--- src/hdl/imsf_pkg.sv ---
// ----------------------------------------------------------------------------
// imsf_pkg
// lattice geometry, field widths, threshold bank and queue entry types
// ----------------------------------------------------------------------------
`timescale 1ns / 1ps

package imsf_pkg;

  // lattice geometry
  localparam int SIDE    = 64;
  localparam int ROW_AW  = $clog2(SIDE);
  localparam int COORD_W = 6;
  localparam int CMP_W   = (ROW_AW + 1 > COORD_W) ? ROW_AW + 1 : COORD_W;

  // threshold bank
  localparam int THR_W        = 20;
  localparam int DRAW_W       = 20;
  localparam int THR_PER_REG  = 3;
  localparam int NUM_THR_REGS = 6;
  localparam int NUM_THR      = THR_PER_REG * NUM_THR_REGS;
  localparam int THR_IDX_W    = $clog2(NUM_THR);
  localparam int CFG_W        = 60;
  localparam int CFG_IDX_W    = 3;
  localparam logic [CFG_W-1:0] THR_RESET  = 60'd1099512676353000000;
  localparam logic [THR_W-1:0] THR_ALWAYS = 20'd1000000;

  // observables
  localparam int OUT_W  = 14;
  localparam int SUM_W  = 48;
  localparam int MAG_W  = $clog2(SIDE * SIDE) + 2;
  localparam int PAIR_W = $clog2(2 * SIDE * SIDE) + 2;
  localparam int SQ_W   = 2 * MAG_W;
  localparam logic signed [MAG_W-1:0]  MAG_RESET  = MAG_W'(SIDE * SIDE);
  localparam logic signed [PAIR_W-1:0] PAIR_RESET = PAIR_W'(2 * SIDE * (SIDE - 1));

  // front to back queue
  localparam int QDEPTH = 2;
  localparam int QAW    = $clog2(QDEPTH);
  localparam int QCW    = $clog2(QDEPTH + 1);

  typedef enum logic {
    CMD_FLIP  = 1'b0,
    CMD_CLEAR = 1'b1
  } cmd_t;

  typedef logic [NUM_THR_REGS-1:0][CFG_W-1:0] thr_bank_t;

  // classified work item
  typedef struct packed {
    cmd_t              cmd;
    logic              in_range;
    logic [ROW_AW-1:0] row;
    logic [ROW_AW-1:0] col;
    logic              has_up;
    logic              has_dn;
    logic              has_left;
    logic              has_right;
    logic [DRAW_W-1:0] draw;
  } job_t;

endpackage

--- src/hdl/imsf_in_if.sv ---
// ----------------------------------------------------------------------------
// imsf_in_if
// input item channel: flip or clear command with site and random draw
// ----------------------------------------------------------------------------
`timescale 1ns / 1ps

interface imsf_in_if import imsf_pkg::*; ();
  logic               valid;
  logic               ready;
  logic               cmd;
  logic [COORD_W-1:0] row;
  logic [COORD_W-1:0] col;
  logic [DRAW_W-1:0]  random_millionths;

  modport source (output valid, output cmd, output row, output col,
                  output random_millionths, input ready);
  modport sink   (input valid, input cmd, input row, input col,
                  input random_millionths, output ready);
endinterface

--- src/hdl/imsf_front.sv ---
// ----------------------------------------------------------------------------
// imsf_front
// accepts input beats and classifies them: command, range, edge neighbours
// ----------------------------------------------------------------------------
`timescale 1ns / 1ps

module imsf_front import imsf_pkg::*; (
  imsf_in_if.sink in_ch,
  input  logic    init_done,
  input  logic    q_full,
  output logic    q_push,
  output job_t    q_job
);

  logic [CMP_W-1:0] row_w;
  logic [CMP_W-1:0] col_w;

  // take beats once the lattice is cleared and the queue has room
  assign in_ch.ready = init_done && !q_full;
  assign q_push      = in_ch.valid && in_ch.ready;

  assign row_w = CMP_W'(in_ch.row);
  assign col_w = CMP_W'(in_ch.col);

  // site range and open edge neighbours
  always_comb begin
    q_job.cmd       = cmd_t'(in_ch.cmd);
    q_job.in_range  = (row_w < CMP_W'(SIDE)) && (col_w < CMP_W'(SIDE));
    q_job.row       = ROW_AW'(in_ch.row);
    q_job.col       = ROW_AW'(in_ch.col);
    q_job.has_up    = (row_w != '0);
    q_job.has_dn    = (row_w < CMP_W'(SIDE - 1));
    q_job.has_left  = (col_w != '0);
    q_job.has_right = (col_w < CMP_W'(SIDE - 1));
    q_job.draw      = in_ch.random_millionths;
  end

endmodule

--- src/flat_wrapper.sv ---
// flat-port wrapper written by rule: the top's interface ports become plain ports
module imsf_front_flat import imsf_pkg::*;
  (init_done, q_full, q_push, q_job, in_ch_valid, in_ch_cmd, in_ch_row, in_ch_col, in_ch_random_millionths, in_ch_ready);
  imsf_in_if in_ch_i ();
  input  logic init_done;
  input  logic q_full;
  output logic q_push;
  output job_t q_job;
  input wire logic [$bits(in_ch_i.valid)-1:0] in_ch_valid;
  input wire logic [$bits(in_ch_i.cmd)-1:0] in_ch_cmd;
  input wire logic [$bits(in_ch_i.row)-1:0] in_ch_row;
  input wire logic [$bits(in_ch_i.col)-1:0] in_ch_col;
  input wire logic [$bits(in_ch_i.random_millionths)-1:0] in_ch_random_millionths;
  output wire logic [$bits(in_ch_i.ready)-1:0] in_ch_ready;
  assign in_ch_i.valid = in_ch_valid;
  assign in_ch_i.cmd = in_ch_cmd;
  assign in_ch_i.row = in_ch_row;
  assign in_ch_i.col = in_ch_col;
  assign in_ch_i.random_millionths = in_ch_random_millionths;
  assign in_ch_ready = in_ch_i.ready;
  imsf_front u_core (.in_ch(in_ch_i), .init_done(init_done), .q_full(q_full), .q_push(q_push), .q_job(q_job));
endmodule
--- config.mk ---
export PLATFORM = sky130hd
export DESIGN_NAME = imsf_front_flat
export DESIGN_NICKNAME = d
export VERILOG_FILES = /design/src/hdl/imsf_pkg.sv /design/src/hdl/imsf_in_if.sv /design/src/hdl/imsf_front.sv /design/src/flat_wrapper.sv
export SDC_FILE = /design/constraint.sdc
export NUM_CORES = 1
export LEC_CHECK = 0
export ABC_AREA = 1
export BUFFER_PORTS_ARGS = -buffer_cell sky130_fd_sc_hd__buf_2
export CAP_MARGIN = 20
export CORE_MARGIN = 5
export CORE_UTILIZATION = 27
export DETAILED_ROUTE_END_ITERATION = 16
export PLACE_DENSITY = 0.95
export SLEW_MARGIN = 20
export SYNTH_ARGS = -nofsm -noshare
export SYNTH_HDL_FRONTEND = slang
export SYNTH_SLANG_ARGS = --single-unit
--- constraint.sdc ---
create_clock -name vclk -period 0.9
set_clock_uncertainty 0.15 [all_clocks]
set_input_delay 0.045 -clock vclk [all_inputs]
set_output_delay 0.045 -clock vclk [all_outputs]
set_load 0.01 [all_outputs]
# Word-level counts from Yosys, hierarchy flattened
# Index checks and enable logic that the tools add are counted.
# op_classes
n_lt_le_gt_ge	4
n_reduce_logical	6
# ops
cell	count
$lt 6x7->1 const B	2
$reduce_bool 7->1	2
$lt 6x6->1 const B	2
$logic_and 1x1->1	3
$logic_not 1->1	1
# totals
register_bits	0
inputBits	36
output_inout_bits	40
elab_cells	10

# Logic depth before layout (Yosys ltp)
# logic_depth
word_depth	3
mapped_depth	3
ltp_nobuf	3

# Least setup slack after synthesis
# OpenSTA, ideal clock, no wires.
# synth_path
path_kind	input to output
start	input port in_ch_col[1]
end	output port q_job[20] (netlist name)
t_arrival_ns	0.251
required_time_ns	0.705
setup_slack_ns	0.454
path_stages	3
n_path_buf	0
path_cell_list	nand2_1 nor2_1 nand2_1
# synth_rtl
element	line	text
start, declared	flat_wrapper.sv:12	input wire logic [$bits(in_ch_i.col)-1:0] in_ch_col;
end, declared	flat_wrapper.sv:8	output job_t q_job;

# Final worst setup path
# layout_path
start	input port in_ch_random_millionths[13]
end	output port q_job[13] (netlist name)
# layout_rtl
element	line	text
start, declared	flat_wrapper.sv:13	input wire logic [$bits(in_ch_i.random_millionths)-1:0] in_ch_random_millionths;
# No word-level cell between the ends.

==> out/metrics.yaml <==
die_y_um: 46.2
path_depth: 1
power_leakage_nw: 0.279
post_dp_cell_area_um2: 283
crit_path_max_incr_delay_ps: 600
status: "completed"
fin_setup_tns_ps: 0
drive_gt1_share_pct: 41.8
syn-instance-count: 59
num_rows: 13
comb_power_share_pct: 100.0
crit_path_top_delay_cell: "dlygate4sd3_1"
grt_pass1_wl_um: 1300
critPathTopFamily: "buffers and inverters"
synth.area.top_cells: "buf_4 72%, nor2_1 9.5%, nand2_1 8.5%"
arrival_ps: 640
start_util_pct: 27.9
p_sw_uw: 107
peakVddDrop_mv: 0.186
crit_start: "in_ch_random_millionths[13]"
syn_nets: 95
mostFrequentLayoutCells: "33 x buf_2, 21 x dlygate4sd3_1, 9 x nor2_1"
nFillCells: 136
crit_required_ps: 700
endpoint: "q_job[13]"
hold_class: "in2out"
drt_pass1_iterations: 3
place_ws_ps: 206
dieArea_um2: 2140
max_freq_mhz: 1200
yosys_warnings: 0
syn_to_final_growth_pct: 39.2
pwr-share-seq_pct: 0
finalNetCount: 117
multi_input_area_um2: 83.8
drv_slew: 0
rsz0062_at_grt: "false"
n_sequential_cell: 0
grt_max_degree: 4
fin_ws_ps: 63.2
worst-path-buf-inv: 1
routed_wl_um: 1060
fin_crit_ps: 837
wl_per_cell_um: 11.3
grt_antenna_before_repair: 0
p_clk_share_pct: 0
end_kind: "primary output"
seq_area_um2: 0
power_density_nw_per_um2: 456
drtAntennaViolNets: 0
die_x_um: 46.2
setup_viol: 0
gr-usage-all-layers_pct: 7.79
drcViolationCount: 0
grt-ovfl-total: 0
syn_area_um2: 354
maxCapViolations: 0
synth-seq-area-share_pct: 0
syn_area_per_cell_um2: 6.00
worstPathCellList: "dlygate4sd3_1"
finalHoldViolCount: 0
num_vias: 370
core-area_um2: 1270
io_pins: 76
worstSetupPathType: "in2out"
synth_cell_types: 7
viasPerCell: 3.94
design_area_um2: 493
post_cts_buffers: 0
drt_iter0_drc: 2
crit_fanout: 1
yosysTopAreaCellShare_pct: 72.1
port_buffers: 33
final_common_cell: "buf_2"
clockBufferCount: 0
startpoint_type: "primary input"
switching_share_pct: 47.8
synth_top_cell_by_area: "buf_4"
grt_pass1_vias: 352
n_antenna_cell: 0
p_int_uw: 117
fin_total_pwr_uw: 225
gp_congestion: 0.648
fin_crit_sh_pct: 93.0
[routing by layer]
layer	GRT usage, %	wire length, um	part of all wire (%)	vias up
met5	0	0	0	-
met3	1.17	164	15	0
met1	6.59	290	27	148
met4	0	0	0	0
li1	-	-	-	182
met2	18.4	608	57	40
[layout make-up]
| class | count | share of cell area (%) |
|---|---|---|
| Inverter | 4 | 3.05 |
| Tap cell | 15 | 3.81 |
| Timing Repair Buffer | 54 | 76.1 |
| Multi-Input combinational cell | 21 | 17.0 |
[power by group through the flow]
stage	logic [mW]	clock network, mW	registers [mW]
floorplan	0.178	0	0
global placement	0.116	0	0
detailed placement	0.119	0	0
CTS	0.226	0	0
global route	0.243	0	0
finish	0.225	0	0
[what timing repair did]
action / 4_1_cts / 5_1_grt
hold buffers: 21 / 0
endpoints found under the hold margin: 21 / 0
gates resized for setup: 0 / 0
[worst min path at each step]
stage	cells after the start	slack (ps)	start	end
global route	2	170	in_ch_col[2]	q_job[26]
global placement	0	-60	in_ch_random_millionths[6]	q_job[6]
finish	2	160	in_ch_col[2]	q_job[26]
detailed placement	0	-60	in_ch_random_millionths[6]	q_job[6]
floorplan	1	-10	q_full	in_ch_ready
CTS	2	160	in_ch_col[2]	q_job[26]
[cell families after synthesis]
logic type             count (synthesis)  share of synthesized area, %
buffers and inverters                 38                          76.3
other                                  1                          1.06
AND/OR/NAND/NOR                       20                          22.6
[stage by stage]
step	util, %	hold WS, ps	cells
6_report	38.9	157	94
5_1_grt	38.9	166	94
4_1_cts	38.9	157	94
3_5_place_dp	22.3	-59.9	73
3_3_place_gp	22.3	-59.9	73
2_1_floorplan	-	-12.5	59
[synthesized netlist by cell type]
cell and n:
and3_1 1, buf_4 34, conb_1 1, inv_1 4, nand2_1 8, nand3_1 2, nor2_1 9
Note: power is estimated with default switching activity, not from simulation.
