==> src/hdl/imsf_pkg.sv <==
// ----------------------------------------------------------------------------
// imsf_pkg
// lattice geometry, field widths, threshold bank and queue entry types
// ----------------------------------------------------------------------------
`timescale 1ns / 1ps

package imsf_pkg;

  // lattice geometry
  localparam int SIDE    = 64;
  localparam int ROW_AW  = $clog2(SIDE);
  localparam int COORD_W = 6;
  localparam int CMP_W   = (ROW_AW + 1 > COORD_W) ? ROW_AW + 1 : COORD_W;

  // threshold bank
  localparam int THR_W        = 20;
  localparam int DRAW_W       = 20;
  localparam int THR_PER_REG  = 3;
  localparam int NUM_THR_REGS = 6;
  localparam int NUM_THR      = THR_PER_REG * NUM_THR_REGS;
  localparam int THR_IDX_W    = $clog2(NUM_THR);
  localparam int CFG_W        = 60;
  localparam int CFG_IDX_W    = 3;
  localparam logic [CFG_W-1:0] THR_RESET  = 60'd1099512676353000000;
  localparam logic [THR_W-1:0] THR_ALWAYS = 20'd1000000;

  // observables
  localparam int OUT_W  = 14;
  localparam int SUM_W  = 48;
  localparam int MAG_W  = $clog2(SIDE * SIDE) + 2;
  localparam int PAIR_W = $clog2(2 * SIDE * SIDE) + 2;
  localparam int SQ_W   = 2 * MAG_W;
  localparam logic signed [MAG_W-1:0]  MAG_RESET  = MAG_W'(SIDE * SIDE);
  localparam logic signed [PAIR_W-1:0] PAIR_RESET = PAIR_W'(2 * SIDE * (SIDE - 1));

  // front to back queue
  localparam int QDEPTH = 2;
  localparam int QAW    = $clog2(QDEPTH);
  localparam int QCW    = $clog2(QDEPTH + 1);

  typedef enum logic {
    CMD_FLIP  = 1'b0,
    CMD_CLEAR = 1'b1
  } cmd_t;

  typedef logic [NUM_THR_REGS-1:0][CFG_W-1:0] thr_bank_t;

  // classified work item
  typedef struct packed {
    cmd_t              cmd;
    logic              in_range;
    logic [ROW_AW-1:0] row;
    logic [ROW_AW-1:0] col;
    logic              has_up;
    logic              has_dn;
    logic              has_left;
    logic              has_right;
    logic [DRAW_W-1:0] draw;
  } job_t;

endpackage

==> src/hdl/imsf_cfg_if.sv <==
// ----------------------------------------------------------------------------
// imsf_cfg_if
// configuration write channel: register index and write data
// ----------------------------------------------------------------------------
`timescale 1ns / 1ps

interface imsf_cfg_if import imsf_pkg::*; ();
  logic                 valid;
  logic                 ready;
  logic [CFG_IDX_W-1:0] reg_index;
  logic [CFG_W-1:0]     data;

  modport source (output valid, output reg_index, output data, input ready);
  modport sink   (input valid, input reg_index, input data, output ready);
endinterface

==> src/hdl/imsf_cfg_regs.sv <==
// ----------------------------------------------------------------------------
// imsf_cfg_regs
// acceptance threshold bank, six packed registers of three entries each
// ----------------------------------------------------------------------------
`timescale 1ns / 1ps

module imsf_cfg_regs import imsf_pkg::*; (
  input  logic      clk,
  input  logic      rst_n,
  imsf_cfg_if.sink  cfg_ch,
  output thr_bank_t thr_bank
);

  thr_bank_t thr_bank_r;
  thr_bank_t thr_bank_nxt;
  logic      wr_hit;

  // writes always complete; indexes past the bank are dropped
  assign cfg_ch.ready = 1'b1;
  assign wr_hit = cfg_ch.valid && (cfg_ch.reg_index < CFG_IDX_W'(NUM_THR_REGS));

  always_comb begin
    thr_bank_nxt = thr_bank_r;
    if (wr_hit) begin
      thr_bank_nxt[cfg_ch.reg_index] = cfg_ch.data;
    end
  end

  always_ff @(posedge clk) begin
    if (!rst_n) begin
      for (int i = 0; i < NUM_THR_REGS; i++) begin
        thr_bank_r[i] <= THR_RESET;
      end
    end else begin
      thr_bank_r <= thr_bank_nxt;
    end
  end

  assign thr_bank = thr_bank_r;

endmodule

==> src/flat_wrapper.sv <==
// flat-port wrapper written by rule: the top's interface ports become plain ports
module imsf_cfg_regs_flat import imsf_pkg::*;
  (clk, rst_n, thr_bank, cfg_ch_valid, cfg_ch_reg_index, cfg_ch_data, cfg_ch_ready);
  imsf_cfg_if cfg_ch_i ();
  input  logic clk;
  input  logic rst_n;
  output thr_bank_t thr_bank;
  input wire logic [$bits(cfg_ch_i.valid)-1:0] cfg_ch_valid;
  input wire logic [$bits(cfg_ch_i.reg_index)-1:0] cfg_ch_reg_index;
  input wire logic [$bits(cfg_ch_i.data)-1:0] cfg_ch_data;
  output wire logic [$bits(cfg_ch_i.ready)-1:0] cfg_ch_ready;
  assign cfg_ch_i.valid = cfg_ch_valid;
  assign cfg_ch_i.reg_index = cfg_ch_reg_index;
  assign cfg_ch_i.data = cfg_ch_data;
  assign cfg_ch_ready = cfg_ch_i.ready;
  imsf_cfg_regs u_core (.clk(clk), .rst_n(rst_n), .cfg_ch(cfg_ch_i), .thr_bank(thr_bank));
endmodule
==> config.mk <==
export PLATFORM = sky130hd
export DESIGN_NAME = imsf_cfg_regs_flat
export DESIGN_NICKNAME = d
export VERILOG_FILES = /design/src/hdl/imsf_pkg.sv /design/src/hdl/imsf_cfg_if.sv /design/src/hdl/imsf_cfg_regs.sv /design/src/flat_wrapper.sv
export SDC_FILE = /design/constraint.sdc
export NUM_CORES = 1
export LEC_CHECK = 0
export ABC_CLOCK_PERIOD_IN_PS = 1800
export BUFFER_PORTS_ARGS = -buffer_cell sky130_fd_sc_hd__buf_4
export CAP_MARGIN = 0
export CORE_MARGIN = 1
export CORE_UTILIZATION = 50
export DETAILED_ROUTE_END_ITERATION = 8
export PLACE_DENSITY_LB_ADDON = 0.3
export SYNTH_ARGS = -nofsm -noshare
export SYNTH_HDL_FRONTEND = slang
export SYNTH_SLANG_ARGS = --single-unit
==> constraint.sdc <==
create_clock -name clk -period 1.8 [get_ports clk]
set_clock_uncertainty 0.15 [all_clocks]
set_input_delay 0.36 -clock clk [delete_from_list [all_inputs] [get_ports clk]]
set_output_delay 0.36 -clock clk [all_outputs]
set_load 0.01 [all_outputs]
# Yosys cells after proc, flatten, opt, wreduce, memory -nomap -nowiden
# Cells that the tools add are included.
# op_classes
mux,3
n_lt_le_gt_ge,3
reduce_logical,2
# ops
cell,count
360-bit bitwise mux,1
60-bit demux with 3-bit select,1
60-bit two-way mux,1
3-bit by 4-bit less-than comparator with 1-bit output (second input constant),1
3-bit by 1-bit greater-or-equal comparator with 1-bit output (second input constant),1
3-bit less-than comparator (second input constant),1
1-bit logical AND,2
# totals
word_cells,14
out_inout_bits,361
ff_bits,360
inputBits,66

# Logic depth before layout (Yosys ltp)
# logic_depth
word_depth,5
mapped_depth,5
depth_no_buf,2

# Worst setup path after synthesis
# No wires, ideal clock.
# synth_path
path_type,input-to-reg
startpoint,input cfg_ch_reg_index[2]
endpoint,register u_core.thr_bank_r (netlist bit u_core.thr_bank[14])
path_buffers,2
cell_stages,4
slack_ns,0.223
required_ns,1.518
setup_ns,0.132
t_arrival_ns,1.295
path_cell_list,or4b_1 buf_2 buf_6 mux2i_1
# synth_between
elab_chain_cells,5
elab_cells_between_ends,8
classes_between,order compare (3); mux (3); reduce/logical (2)
# synth_rtl
item,line_no,rtl
"start, declared",flat_wrapper.sv:9,input wire logic [$bits(cfg_ch_i.reg_index)-1:0] cfg_ch_reg_index;
3-bit by 4-bit less-than comparator with 1-bit output (not written as such) or 3-bit by 1-bit greater-or-equal comparator with 1-bit output (tied branches),imsf_cfg_regs.sv:25,thr_bank_nxt[cfg_ch.reg_index] = cfg_ch.data;
1-bit logical AND (not written as such),imsf_cfg_regs.sv:25,
60-bit two-way mux (not written as such),imsf_cfg_regs.sv:25,
60-bit demux with 3-bit select,n/a,
360-bit bitwise mux,imsf_cfg_regs.sv:25,
"end signal, assigned",imsf_cfg_regs.sv:35,thr_bank_r <= thr_bank_nxt;
"end, declared",imsf_cfg_regs.sv:14,thr_bank_t thr_bank_r;
# Parallel ways exist; a longest one is shown, timed or not.
# A chain may end at the register's enable or synchronous reset.

==> results.yml <==
routing:
  routedWlPerCell_um: 18.4
  routed_wl_mm: 37.4
  drtAntennaViolNets: 0
  drc_errors: 0
  vias: 10282
  firstDrtPassIters: 4
  vias_per_cell: 5.05
  drtIter0Drc: 459
synthesis:
  synth_top_area_cell: "dfxtp_1"
  synth-seq-area-share: 0.543
  ys.warnings.count: 0
  synth_top_cells_by_count: "dfxtp_1 (360), mux2i_1 (360), nand2_1 (273), nor2b_1 (147), clkbuf_1 (42)"
  synth_area_leaders: "dfxtp_1 (54%), mux2i_1 (27%), nand2_1 (7.7%), nor2b_1 (6.9%), buf_2 (1.3%)"
  avgSynthCellArea_um2: 10.7
  synthCells: 1238
  yosysTopAreaCellShare: 0.543
  synth_cell_type_count: 15
  syn_area_um2: 13300
  syn_nets: 1304
  async_reset_ff_frac: 0
  synth_seq_cells: 360
  synth_ff_type: "dfxtp_1"
  synth_edf_count: 0
layout:
  area_growth_pct: 39.5
  largest_reg_flops: 360
  drive_above_1_share: 0.324
  final_net_count: 1738
  diodes: 0
  fillers: 1934
critical_path:
  path_cells: "dlygate4sd3_1, buf_8, buf_12, nor2b_1, mux2i_1"
  critPathMaxStageDelay_ns: 0.56
  rr_startpoint: "u_core.thr_bank[14]$_SDFFE_PN1P_"
  worst_r2r_endpoint: "u_core.thr_bank[14]$_SDFFE_PN1P_"
  reg2reg_slack_ns: 0.95
  worst-setup-path-type: "in2reg"
  cp_slowest_cell: "dlygate4sd3_1"
  worstPathRequired_ns: 2.02
  critPathMaxFanout: 60
  critPathCaptureType: "flop"
  rr_worst_depth: 2
  crit_family: "buffers and inverters"
  critPathLaunchType: "input pin"
  cp.arrival_ns: 1.97
  cp_num_buf_inv: 3
clock_network:
  cts_root_buffer: "clkbuf_16"
  cts_buffers: 37
  clock_path_buffers: 3
  path_clk_slew_ns: 0.06
  post-cts-setup-buffers: 0
  clk_latency_ns: 0.51
  h-tree-depth: 2
  cts_tree: "built"
  clock-sinks: 360
global_route:
  grt_max_degree: 61
  grt-ovfl-total: 0
  track_usage: 0.266
  antenna_found_initial: 0
  grt_pass1_wl_mm: 56.0
  grt_pass1_vias: 10152
floorplan:
  coreArea_um2: 26100
  pin_count: 427
  chipHeight_um: 165
  die_x_um: 165
  row_count: 59
  initial_core_util: 0.509
  dieArea_um2: 27200
sta:
  max_slew_margin: 0.657
  max_freq_ghz: 0.574
  rsz0062_at_grt: "false"
  setup_viol: 0
  drv_slew: 0
  hold_viol_final: 0
  period_needed_ns: 1.74
  worst_hold_slack_ns: 0.00154
  worst_pin_slew_ns: 0.513
  min_period_over_period: 0.967
  finalSetupTns_ns: 0
hold_path:
  holdPathStages: 3
  min_path_type: "in2reg"
  min_to: "u_core.thr_bank[219]$_SDFFE_PN1P_"
  min_from: "cfg_ch_data[39]"
outcome:
  status: "complete, no violations"
placement:
  dp_hpwl_mm: 26.0
  gp_congestion: 0.849
  port_buffers: 425
run:
  max-cap-violations: 0
power:
  ir_drop_mv: 0.759
  pwr_density_cell_nw_per_um2: 947
  p_leak_nw: 9.52
==> cells by family after synthesis <==
family,share of synthesized area
flops,0.543
buf+inv,0.0326
mux,0.271
other cells,0.000283
simple gates,0.153
==> tightest hold or removal path, stage by stage <==
cell	delay [ns]
buf_4	0.08
nor2b_2	0.07
mux2i_1	0.11
==> routing by layer <==
metal | GRT usage | wire length (um)
met5 | 0 | 0
met1 | 0.293 | 14500
met2 | 0.467 | 18200
met3 | 0.0763 | 2870
met4 | 0.130 | 1770
==> stage by stage <==
| stage | cell area [um2] | total power [W] | util | setup WS [ns] | std cells |
|---|---|---|---|---|---|
| CTS | 18500 | 0.0176 | 0.710 | 0.0760 | 2035 |
| floorplan | 13300 | 0.00905 | - | 0.223 | 1238 |
| global placement | 17200 | 0.00972 | 0.661 | 0.0667 | 1967 |
| global route | 18500 | 0.0181 | 0.710 | 0.000244 | 2035 |
| finish | 18500 | 0.0175 | 0.710 | 0.0586 | 2035 |
| detailed placement | 17200 | 0.00975 | 0.661 | 0.0490 | 1967 |
==> cells in the final DEF, fill, tap and decap left out <==
cell type and instances:
dfxtp_1 360, clkbuf_1 7, nor2b_2 1, nor4bb_4 1, clkinv_2 6, and4b_2 1, buf_4 461, clkinv_4 1
conb_1 1, or4b_4 1, dlygate4sd3_1 1, buf_8 1, bufinv_16 3, buf_12 21, nand2_1 273, clkbuf_16 39
mux2i_1 360, nor2b_1 146, inv_6 1, clkbuf_8 10, nand4b_1 2, nand4bb_4 3
==> power by group <==
part / leakage [nW] / total [W] / switching [W] / internal, W
Sequential: 2.92 / 0.00824 / 0.0000987 / 0.00815
Clock: 0.635 / 0.00795 / 0.00313 / 0.00481
Combinational: 5.96 / 0.00133 / 0.000692 / 0.000642
==> timing repair <==
action | CTS | global route
resized for setup | 0 | 1
hold endpoints to repair | 1 | 0
setup endpoints to repair | 0 | 1
hold buffers | 1 | 0
==> cell type report <==
type | instances | area [um2] | share of cell area
clock buffer | 56 | 1140 | 0.0616
clock inverter | 11 | 138 | 0.00743
multi-input combinational | 789 | 5700 | 0.308
sequential | 360 | 7210 | 0.389
tap | 335 | 419 | 0.0226
timing repair buffer | 484 | 3910 | 0.211
==> how the worst max path moves through the flow <==
stage | startpoint | endpoint | slack [ns] | depth (start not counted)
2_1_floorplan | cfg_ch_reg_index[2] | u_core.thr_bank[14]$_SDFFE_PN1P_ | 0.22 | 4
3_3_place_gp | cfg_ch_reg_index[2] | u_core.thr_bank[19]$_SDFFE_PN1P_ | 0.07 | 4
3_5_place_dp | cfg_ch_reg_index[2] | u_core.thr_bank[25]$_SDFFE_PN0P_ | 0.05 | 4
4_1_cts | rst_n | u_core.thr_bank[356]$_SDFFE_PN1P_ | 0.08 | 5
5_1_grt | rst_n | u_core.thr_bank[296]$_SDFFE_PN1P_ | 0.0002 | 5
6_report | rst_n | u_core.thr_bank[176]$_SDFFE_PN1P_ | 0.06 | 5
Note: power is estimated with default switching activity, not from simulation.
