### config.mk
export PLATFORM = sky130hd
export DESIGN_NAME = imsf_queue
export DESIGN_NICKNAME = d
export VERILOG_FILES = /design/src/hdl/imsf_pkg.sv /design/src/hdl/imsf_queue.sv
export SDC_FILE = /design/constraint.sdc
export NUM_CORES = 1
export LEC_CHECK = 0
export BUFFER_PORTS_ARGS = -buffer_cell sky130_fd_sc_hd__buf_2
export CORE_ASPECT_RATIO = 0.7
export CORE_MARGIN = 4
export CORE_UTILIZATION = 55
export DETAILED_ROUTE_END_ITERATION = 8
export PLACE_DENSITY_LB_ADDON = 0.08
export SYNTH_ARGS = -nofsm -noshare
export SYNTH_HDL_FRONTEND = slang
export SYNTH_SLANG_ARGS = --single-unit
### constraint.sdc
create_clock -name clk -period 6.5 [get_ports clk]
set_clock_uncertainty 0.2 [all_clocks]
set_input_delay 0.65 -clock clk [delete_from_list [all_inputs] [get_ports clk]]
set_output_delay 0.65 -clock clk [all_outputs]
set_load 0.02 [all_outputs]
### src/hdl/imsf_pkg.sv
// ----------------------------------------------------------------------------
// imsf_pkg
// lattice geometry, field widths, threshold bank and queue entry types
// ----------------------------------------------------------------------------
`timescale 1ns / 1ps

package imsf_pkg;

  // lattice geometry
  localparam int SIDE    = 64;
  localparam int ROW_AW  = $clog2(SIDE);
  localparam int COORD_W = 6;
  localparam int CMP_W   = (ROW_AW + 1 > COORD_W) ? ROW_AW + 1 : COORD_W;

  // threshold bank
  localparam int THR_W        = 20;
  localparam int DRAW_W       = 20;
  localparam int THR_PER_REG  = 3;
  localparam int NUM_THR_REGS = 6;
  localparam int NUM_THR      = THR_PER_REG * NUM_THR_REGS;
  localparam int THR_IDX_W    = $clog2(NUM_THR);
  localparam int CFG_W        = 60;
  localparam int CFG_IDX_W    = 3;
  localparam logic [CFG_W-1:0] THR_RESET  = 60'd1099512676353000000;
  localparam logic [THR_W-1:0] THR_ALWAYS = 20'd1000000;

  // observables
  localparam int OUT_W  = 14;
  localparam int SUM_W  = 48;
  localparam int MAG_W  = $clog2(SIDE * SIDE) + 2;
  localparam int PAIR_W = $clog2(2 * SIDE * SIDE) + 2;
  localparam int SQ_W   = 2 * MAG_W;
  localparam logic signed [MAG_W-1:0]  MAG_RESET  = MAG_W'(SIDE * SIDE);
  localparam logic signed [PAIR_W-1:0] PAIR_RESET = PAIR_W'(2 * SIDE * (SIDE - 1));

  // front to back queue
  localparam int QDEPTH = 2;
  localparam int QAW    = $clog2(QDEPTH);
  localparam int QCW    = $clog2(QDEPTH + 1);

  typedef enum logic {
    CMD_FLIP  = 1'b0,
    CMD_CLEAR = 1'b1
  } cmd_t;

  typedef logic [NUM_THR_REGS-1:0][CFG_W-1:0] thr_bank_t;

  // classified work item
  typedef struct packed {
    cmd_t              cmd;
    logic              in_range;
    logic [ROW_AW-1:0] row;
    logic [ROW_AW-1:0] col;
    logic              has_up;
    logic              has_dn;
    logic              has_left;
    logic              has_right;
    logic [DRAW_W-1:0] draw;
  } job_t;

endpackage

### src/hdl/imsf_queue.sv
// ----------------------------------------------------------------------------
// imsf_queue
// short fifo of classified items between front and back
// ----------------------------------------------------------------------------
`timescale 1ns / 1ps

module imsf_queue import imsf_pkg::*; (
  input  logic clk,
  input  logic rst_n,
  input  logic push,
  input  job_t push_job,
  output logic full,
  output logic head_valid,
  output job_t head_job,
  input  logic pop
);

  job_t           q_mem_r [QDEPTH];
  logic [QAW-1:0] wr_ptr_r;
  logic [QAW-1:0] wr_ptr_nxt;
  logic [QAW-1:0] rd_ptr_r;
  logic [QAW-1:0] rd_ptr_nxt;
  logic [QCW-1:0] count_r;
  logic [QCW-1:0] count_nxt;

  // pointer and fill count update
  always_comb begin
    wr_ptr_nxt = wr_ptr_r;
    rd_ptr_nxt = rd_ptr_r;
    if (push) begin
      wr_ptr_nxt = (wr_ptr_r == QAW'(QDEPTH - 1)) ? '0 : wr_ptr_r + QAW'(1);
    end
    if (pop) begin
      rd_ptr_nxt = (rd_ptr_r == QAW'(QDEPTH - 1)) ? '0 : rd_ptr_r + QAW'(1);
    end
    count_nxt = count_r + QCW'(push) - QCW'(pop);
  end

  always_ff @(posedge clk) begin
    if (push) begin
      q_mem_r[wr_ptr_r] <= push_job;
    end
    if (!rst_n) begin
      wr_ptr_r <= '0;
      rd_ptr_r <= '0;
      count_r  <= '0;
    end else begin
      wr_ptr_r <= wr_ptr_nxt;
      rd_ptr_r <= rd_ptr_nxt;
      count_r  <= count_nxt;
    end
  end

  assign full       = (count_r == QCW'(QDEPTH));
  assign head_valid = (count_r != '0);
  assign head_job   = q_mem_r[rd_ptr_r];

endmodule

### Word-level counts from Yosys, hierarchy flattened

Memory sizes are Yosys's and may differ from the RTL's. A register that Yosys moved wholly into a read port is not among the register bits.
Index checks and enable logic that the tools add are counted.

* RAM bits: 76
* memories: 1
* word-level logic and storage cells: 16
* input bits: 42
* output and inout port bits: 40
* flip-flop bits (word level): 4

* reduce and logical (&&, ||, !) cells: 1
* eq/ne operators: 1
* muxes and demuxes: 6
* add/sub/neg operators: 4

Memory list
* q_mem_r: depth 2, bits a word 38, rd ports 1, clocked after memory_dff 1, write ports 1, line imsf_queue.sv:18 `job_t q_mem_r [QDEPTH];`

Operators with widths (number)
* 1-bit two-way mux: 6
* 1-bit adder (second input constant): 2
* 2-bit by 1-bit adder with 2-bit output: 1
* 2-bit == test (second input constant): 1
* 2-bit nonzero test: 1
* 2-bit by 1-bit subtractor with 2-bit output: 1

### Longest topological paths before layout

Gate-level depths: netlist (run 1).

* depth in word-level cells: 4
* depth in mapped cells: 6
* depth with buffers taken out: 6

### Least setup slack after synthesis (run 1)

Ideal clock, no wire load.

* kind: input to register
* start point: input push
* end point: memory q_mem_r[0][0] (netlist name) (enable)
* data required time: 5.861 ns
* library setup time: 0.439 ns
* stages: 1
* path buffers: 0
* path slack: 3.476 ns
* arrival time: 2.385 ns
* cells stage by stage: nor2b_1

* longest elaborated chain between the ends: 2

Ends and longest elaborated chain
* start: declaration: line imsf_queue.sv:10 `input logic push,`
* 1-bit two-way mux: line imsf_queue.sv:40 `if (push) begin`
* 1-bit two-way mux (not written as such): line imsf_queue.sv:41 `q_mem_r[wr_ptr_r] <= push_job;`
* end: declaration: line imsf_queue.sv:18

No other way between the ends.

==> results.sh, run 1 <==
export IMPL_vdd_drop_max_mv=0.1989
export IMPL_dp_slack_ns=4.008
export IMPL_ios=82
export IMPL_tritoncts="done"
export IMPL_ys_seq_area_share_pct=78.06
export IMPL_vias_per_cell=4.868
export IMPL_slew_viol_final=0
export IMPL_fin_crit_sh_pct=43.45
export IMPL_post_route_drc_count=0
export IMPL_r2r_end="q_mem_r[0][18]"
export IMPL_setup_slack_ns=3.676
export IMPL_drtAntennaViolNets=0
export IMPL_yosys_register_bits=81
export IMPL_cp_max_fo=38
export IMPL_core_area_sq_mm=0.005313
export IMPL_required_ns=5.65
export IMPL_fmax_mhz=354.1
export IMPL_start_util_pct=57.44
export IMPL_routedWlPerCell_microns=15.63
export IMPL_clkLatencyLatePin_ns=0.33
export IMPL_antennaDiodeCount=0
export IMPL_critPathKind="reg -> out"
export IMPL_cp_endpoint="head_job[2]"
export IMPL_grt_usage_pct=14.98
export IMPL_gr_total_overflow=0
export IMPL_place_congestion=0.6833
export IMPL_hold_path_class="in -> reg"
export IMPL_io_buffer_count=81
export IMPL_vias=1475
export IMPL_r2r_slack_ns=4.72
export IMPL_dieWidth_microns=97.03
export IMPL_crit_arrival_ns=1.97
export IMPL_post_cts_buffers=0
export IMPL_rr_worst_depth=1
export IMPL_dr_pass1_iters=3
export IMPL_finalHoldViolCount=0
export IMPL_powerDensity_mw_per_mm2=296.3
export IMPL_max_cap_violations=0
export IMPL_cts_resized=0
export IMPL_p_leak_uw=0.001459
export IMPL_synthesis_area_sq_mm=0.003052
export IMPL_worst_setup_path_start_kind="flop"
export IMPL_cts_buffer_depth=2
export IMPL_slew_headroom_pct=28.01
export IMPL_die_y_microns=70.32
export IMPL_synth_nets=183
export IMPL_drtIter0Drc=53
export IMPL_hold_buffers=0
export IMPL_finalNetCount=271
export IMPL_clock_tree_htree_level_count=3
export IMPL_grt_setup_unrepaired="no"
export IMPL_min_delay_start="push_job[2]"
export IMPL_end_kind="primary output"
export IMPL_yosysWarnings=0
export IMPL_fin_crit_ns=2.824
export IMPL_final_layout_size_suffix_gt1_share_pct=58.87
export IMPL_dieArea_sq_mm=0.006823
export IMPL_worstMarginPinSlew_ns=1.078
export IMPL_clk_pin_slew_ns=0.07
export IMPL_numCtsBuffers=9
export IMPL_syn_to_final_growth_pct=21.07
export IMPL_dp_hpwl_microns=3213
export IMPL_antenna_found_initial=0
export IMPL_routed_wirelength_microns=4736
export IMPL_reg2reg_from="wr_ptr_r"
export IMPL_cts_sinks=81
export IMPL_synth_cell_types=14
export IMPL_grt_pass1_wl_microns=7721
export IMPL_post_route_util_pct=69.55
export IMPL_cts_root_buf="clkbuf_8"
export IMPL_outcome="finished, final reports clean"
export IMPL_setup_tns_ns=0
export IMPL_first_global_vias=1612
export IMPL_syn_area_per_cell_sq_um=21.95
export IMPL_grt_max_degree=40
export IMPL_setup_viol=0
export IMPL_fp_row_count=22
export IMPL_synth_cells=139
-- critical path: stages, from the launching register on --
cell	delay [ns]
dfxtp_2	1.05
mux2_2	0.42
buf_2	0.16
-- layout by cell type (no fill, tap or decap) --
cell type / n
and2_1: 3
and2_2: 1
buf_2: 81
bufinv_16: 1
clkbuf_1: 2
clkbuf_8: 9
clkinv_2: 3
dfxtp_1: 4
dfxtp_2: 1
edfxtp_1: 76
ha_1: 2
inv_1: 2
mux2_2: 18
mux2_4: 20
nor2b_1: 3
nor2b_4: 1
o21a_1: 1
or2_2: 1
xnor3_1: 1
xor2_1: 1
-- cell usage after synthesis (all sizes together) --
cell type	instances	area, sq um
buf	4	38.78
and2	4	25.02
xor2	1	8.760
inv	2	7.510
o21a	1	7.510
or2	1	6.260
edfxtp	76	2282
ha	2	25.02
mux2	38	503.0
nor2b	4	25.02
dfxtp	5	100.1
xnor3	1	22.52
-- area by class of cell --
class / instances / area (sq um)
fill: 331 / 1618
sequential: 81 / 2384
timing repair buffer: 81 / 405.4
inverter: 2 / 7.507
clock inverter: 4 / 45.04
tap: 72 / 90.09
clock buffer: 11 / 131.4
multi-input combinational: 52 / 631.9
-- registers in the layout (all words and copies together), names as in the netlist, named ones only --
name / count
rd_ptr_r: 1
count_r: 2
wr_ptr_r: 1
q_mem_r: 76
-- report_power, final --
part	internal [uW]	total (uW)	switching, uW
clock	173	327	153
combinational	71.5	146	74.4
sequential	603	622	19.3
total	848	1090	247
-- routing by layer --
layer  vias to the layer above  wire (microns)  part of all wire [%]  GRT usage, %
met5                         -               0                     0             0
met4                         0              84                   1.8         6.075
met3                         8             389                   8.2         6.786
met2                        53            2430                    51         26.68
met1                       703            1832                    39         15.35
li1                        711               -                     -             -
-- cells by family (layout without fill, tap and decap cells) --
| kind of cell | after synthesis | in the layout | share of synthesized area (%) |
|---|---|---|---|
| xor+xnor | 2 | 2 | 1.025 |
| buf+inv | 6 | 98 | 1.517 |
| mux | 38 | 38 | 16.48 |
| simple gates | 9 | 9 | 1.845 |
| compound gates | 1 | 1 | 0.2461 |
| fa+ha+maj | 2 | 2 | 0.8199 |
| flops | 81 | 81 | 78.06 |
-- how the worst min path moves through the flow --
stage,end,slack (ns),cells after the start
3_3_place_gp,flop,0.36,2
2_1_floorplan,flop,0.35,2
6_report,q_mem_r[0][2],0.30,1
5_1_grt,q_mem_r[0][2],0.27,1
4_1_cts,q_mem_r[1][26],0.27,1
3_5_place_dp,flop,0.38,2
-- per-stage QoR --
| step | area, sq um | hold slack (ns) | instances | power [uW] |
|---|---|---|---|---|
| after floorplan | 3052 | 0.3546 | 139 | 731.1 |
| after global placement | 3518 | 0.3617 | 288 | 774.2 |
| after detailed placement | 3518 | 0.3779 | 288 | 782.3 |
| after CTS | 3695 | 0.2702 | 303 | 1109 |
| after global routing | 3695 | 0.2679 | 303 | 1142 |
| final | 3695 | 0.2966 | 303 | 1095 |
Power figures use the tool's default switching activity.
==> run 2, diff against run 1 <==
CORE_UTILIZATION = 52   (was 55)
clock period = 2.9 ns   (was 6.5 ns; I/O delays follow)
==> run 2 against run 1 <==
Net effect: wire length increased by 12%; final cell count increased by 14%; flip-flop and latch count unchanged; critical path type unchanged; combinational power increased to 2.7 times the previous value; non-clock buffer count increased by 40; sequential share of layout area decreased by 6.9 points; register-to-register slack got worse by 3.6 ns; final area increased by 12%; highest routed layer unchanged; largest cell class unchanged.
==> results.sh, run 2 (same netlist as run 1, synthesis figures left out) <==
export IMPL_outcome="finished, final reports clean"
export IMPL_clock_tree_htree_level_count=3
export IMPL_io_buffer_count=81
export IMPL_first_global_vias=1792
export IMPL_setup_viol=0
export IMPL_p_leak_uw=0.001637
export IMPL_dieWidth_microns=99.56
export IMPL_grt_max_degree=39
export IMPL_post_route_util_pct=72.62
export IMPL_finalNetCount=311
export IMPL_gr_total_overflow=0
export IMPL_fin_crit_sh_pct=79.00
export IMPL_min_delay_start="rst_n"
export IMPL_clk_pin_slew_ns=0.08
export IMPL_r2r_slack_ns=1.14
export IMPL_vias_per_cell=4.734
export IMPL_dieArea_sq_mm=0.007178
export IMPL_dp_hpwl_microns=3418
export IMPL_slowest_stage="dfxtp_2"
export IMPL_tritoncts="done"
export IMPL_final_cell_mix="buf_2 (81), edfxtp_1 (76), dlygate4sd3_1 (38)"
export IMPL_worst_setup_path_start_kind="flop"
export IMPL_cts_root_buf="clkbuf_8"
export IMPL_critPathKind="reg -> out"
export IMPL_syn_to_final_growth_pct=35.59
export IMPL_grt_pass1_wl_microns=8445
export IMPL_cts_sinks=81
export IMPL_antenna_found_initial=0
export IMPL_cp_top_family="flip-flops"
export IMPL_end_kind="primary output"
export IMPL_start_util_pct=53.56
export IMPL_crit_arrival_ns=1.80
export IMPL_numCtsBuffers=9
export IMPL_post_route_drc_count=0
export IMPL_p_total_uw=2600
export IMPL_max_cap_violations=0
export IMPL_fin_cells=346
export IMPL_drtAntennaViolNets=0
export IMPL_powerDensity_mw_per_mm2=628.3
export IMPL_regMostFlops="q_mem_r"
export IMPL_worstMarginPinSlew_ns=0.9121
export IMPL_dr_pass1_iters=4
export IMPL_largest_reg_flops=76
export IMPL_layout_commonest_cell="buf_2"
export IMPL_cts_buffer_depth=2
export IMPL_reg2reg_from="wr_ptr_r"
export IMPL_place_area_sq_mm=0.003550
export IMPL_hold_path_class="in -> reg"
export IMPL_wl_met1_microns=2220
export IMPL_rr_worst_depth=1
export IMPL_top_layer_used="met4"
export IMPL_holdPathStages=2
export IMPL_cp_max_fo=22
export IMPL_path_cells="buf_12 > mux2_2 > buf_2"
export IMPL_design_area_sq_mm=0.004138
export IMPL_core_area_sq_mm=0.005698
export IMPL_grt_usage_pct=15.67
export IMPL_grt_setup_unrepaired="no"
export IMPL_wl_met2_microns=2723
export IMPL_finalHoldViolCount=0
export IMPL_whs_endpoint="wr_ptr_r"
export IMPL_fin_crit_ns=2.291
export IMPL_r2r_end="q_mem_r[1][34]"
export IMPL_fmax_mhz=436.5
export IMPL_routed_wirelength_microns=5299
export IMPL_place_congestion=0.6677
export IMPL_setup_tns_ns=0
export IMPL_clkLatencyLatePin_ns=0.33
export IMPL_antennaDiodeCount=0
export IMPL_cp_num_buf_inv=2
export IMPL_die_y_microns=72.10
export IMPL_ios=82
export IMPL_slew_headroom_pct=39.19
export IMPL_routedWlPerCell_microns=15.32
export IMPL_dp_cells=293
export IMPL_met3_length_microns=305
export IMPL_cp_slowest_stage_delay_ns=0.67
export IMPL_slew_viol_final=0
export IMPL_vdd_drop_max_mv=0.4223
export IMPL_fp_row_count=23
export IMPL_drtIter0Drc=40
export IMPL_required_ns=2.41
export IMPL_final_layout_size_suffix_gt1_share_pct=51.29
export IMPL_reg_top3="q_mem_r: 76 flops, count_r: 2 flops"
export IMPL_cts_resized=0
export IMPL_vias=1638
-- run 2: cell types whose count changed in the layout (fill, tap and decap cells not counted), sizes merged --
cell / before / now
dlygate4sd3: 0 / 38
buf: 81 / 83
clkbuf: 11 / 9
clkinvlp: 0 / 2
bufinv: 1 / 2
clkinv: 3 / 2
-- run 2: final cells by class --
class	instances	area [sq um]
Sequential cell	81	2384
Fill cell	379	1560
Timing Repair Buffer	121	813.3
Multi-Input combinational cell	52	631.9
Clock buffer	9	123.9
Tap cell	75	93.84
Clock inverter	6	83.83
Inverter	2	7.507
-- run 2: worst max path at each step --
stage | to | slack (ns) | depth (start not counted)
final | head_job[0] | 0.61 | 3
after global routing | head_job[0] | 0.50 | 3
after CTS | head_job[0] | 0.56 | 3
after detailed placement | head_job[0] | 0.94 | 3
after global placement | head_job[0] | 0.97 | 3
after floorplan | q_mem_r[0][0] | 0.22 | 1
-- run 2: what timing repair did --
action | 4_1_cts | 5_1_grt
setup endpoints to repair | 0 | 0
hold buffers | 38 | 0
buffers inserted | 0 | 0
endpoints found under the hold margin | 76 | 0
-- run 2: per-stage QoR --
stage / setup slack (ns) / hold slack (ns)
2_1_floorplan: 0.2228 / 0.1889
3_3_place_gp: 0.9682 / 0.2781
3_5_place_dp: 0.9417 / 0.2811
4_1_cts: 0.5576 / 0.0005604
5_1_grt: 0.5007 / 0.01760
6_report: 0.6090 / 0.01573
-- run 2: per-layer routing --
layer	track usage (%)	up-vias
li1	-	791
met4	5.455	0
met1	18.00	791
met2	27.75	49
met5	0	-
met3	5.283	7
-- run 2: where the power goes --
group | switching (uW) | internal [uW]
Combinational | 190 | 198
Sequential | 30.1 | 1350
Clock | 356 | 475
==> run 3, diff against run 2 <==
CORE_UTILIZATION = 47   (was 52)
clock period = 1.84 ns   (was 2.9 ns; I/O delays follow)
==> run 3 against run 2 <==
Net effect: clock-buffer cell count grew 1; hold slack gained 0.00062 ns; final area grew 4.0%; wire length grew 9.2%; register-to-register slack lost 0.78 ns; largest cell class unchanged.
==> results.sh, run 3 (same netlist as run 1, synthesis figures left out) <==
export IMPL_post_cts_buffers=0
export IMPL_rr_worst_depth=3
export IMPL_holdPathStages=3
export IMPL_cp_slowest_stage_delay_ns=0.40
export IMPL_reg_top3="q_mem_r: 76 flops, count_r: 2 flops"
export IMPL_final_layout_size_suffix_gt1_share_pct=51.43
export IMPL_outcome="finished, final reports clean"
export IMPL_p_total_uw=4208
export IMPL_slew_viol_final=0
export IMPL_fin_crit_ns=1.824
export IMPL_vias=1694
export IMPL_grt_setup_unrepaired="yes"
export IMPL_ios=82
export IMPL_cts_buffer_depth=2
export IMPL_required_ns=1.46
export IMPL_grt_max_degree=26
export IMPL_end_kind="primary output"
export IMPL_cts_sinks=81
export IMPL_dieArea_sq_mm=0.007867
export IMPL_core_area_sq_mm=0.006276
export IMPL_regMostFlops="q_mem_r"
export IMPL_clkLatencyLatePin_ns=0.34
export IMPL_critPathKind="reg -> out"
export IMPL_vdd_drop_max_mv=0.5391
export IMPL_gr_total_overflow=0
export IMPL_path_cells="buf_12 > mux2_2 > buf_4"
export IMPL_final_cell_mix="edfxtp_1 (76), buf_2 (71), dlygate4sd3_1 (41)"
export IMPL_vias_per_cell=4.732
export IMPL_worstMarginPinSlew_ns=0.3485
export IMPL_syn_to_final_growth_pct=41.00
export IMPL_drtAntennaViolNets=0
export IMPL_slew_headroom_pct=76.77
export IMPL_powerDensity_mw_per_mm2=977.9
export IMPL_grt_pass1_wl_microns=8666
export IMPL_drtIter0Drc=74
export IMPL_finalHoldViolCount=0
export IMPL_numCtsBuffers=9
export IMPL_grt_usage_pct=14.93
export IMPL_fp_row_count=24
export IMPL_p_leak_uw=0.001726
export IMPL_max_cap_violations=0
export IMPL_crit_arrival_ns=1.44
export IMPL_cp_max_fo=16
export IMPL_fin_crit_sh_pct=99.14
export IMPL_finalNetCount=319
export IMPL_dieWidth_microns=104.3
export IMPL_first_global_vias=1767
export IMPL_place_congestion=0.6798
export IMPL_cts_root_buf="clkbuf_8"
export IMPL_setup_slack_ns=0.01579
export IMPL_start_util_pct=48.62
export IMPL_hold_path_class="in -> reg"
export IMPL_post_route_drc_count=0
export IMPL_slowest_stage="dfxtp_4"
export IMPL_clk_pin_slew_ns=0.07
export IMPL_worst_setup_path_start_kind="flop"
export IMPL_dr_pass1_iters=4
export IMPL_routed_wirelength_microns=5784
export IMPL_fmax_mhz=548.2
export IMPL_clock_tree_htree_level_count=3
export IMPL_io_buffer_count=81
export IMPL_routedWlPerCell_microns=16.16
export IMPL_fillers=419
export IMPL_antenna_found_initial=0
export IMPL_setup_viol=0
export IMPL_die_y_microns=75.42
export IMPL_layout_commonest_cell="edfxtp_1"
export IMPL_setup_tns_ns=0
export IMPL_largest_reg_flops=76
export IMPL_dp_slack_ns=0.2908
export IMPL_antennaDiodeCount=0
export IMPL_tritoncts="done"
run 3: cell count changes in the layout (fill, tap and decap cells not counted), sizes merged:
cell	previous run	this run
buf	83	87
dlygate4sd3	38	41
clkbuf	9	11
clkinv	2	4
clkinvlp	2	0
run 3: layout make-up:
type                       count  area (sq um)  area share [%]
clock buffer                  10         127.6           2.966
clock inverter                 6         82.58           1.919
inverter                       2         7.507          0.1745
multi-input combinational     52         646.9           15.03
sequential                    81          2386           55.45
tap                           78         97.59           2.268
timing repair buffer         129         954.7           22.19
run 3: stage by stage:
step	hold slack, ns	cells	area, sq um	utilization, %
4_1_cts	0.001516	357	4224	67.30
2_1_floorplan	0.08287	139	3060	-
3_5_place_dp	0.1747	300	3583	57.10
5_1_grt	0.01369	358	4303	68.56
6_report	0.01635	358	4303	68.56
3_3_place_gp	0.1710	300	3583	57.10
run 3: routing by layer:
metal,global-route usage (%),part of all wire (%)
met5,0,0
met3,6.689,7.1
met1,15.84,40
met4,6.785,1.6
met2,26.47,51
run 3: worst paths after layout:
| kind | slack, ns | endpoint | start |
|---|---|---|---|
| setup / recovery | 0.02 | head_job[0] | flop |
| hold / removal | 0.02 | wr_ptr_r | push |
| setup reg to reg | 0.36 | rd_ptr_r | rd_ptr_r |
| hold reg to reg | 0.39 | flop | rd_ptr_r |
run 3: timing repair:
action                     4_1_cts  5_1_grt
setup endpoints to repair       17       23
resized for setup                6       17
hold endpoints to repair        81        0
cloned                           0        1
hold buffers                    41        0
run 3: where the power goes:
| part | internal (uW) | total (uW) | switching, uW | leakage (uW) |
|---|---|---|---|---|
| logic | 363 | 692 | 329 | 0.000863 |
| registers | 2130 | 2160 | 37.1 | 0.000756 |
| clock network | 757 | 1350 | 595 | 0.000108 |
run 3: worst max-delay path, delay by kind of cell (launching register included):
family | cells | cell delay [ns]
muxes | 1 | 0.36
DFF | 1 | 0.40
buffers and inverters | 2 | 0.34
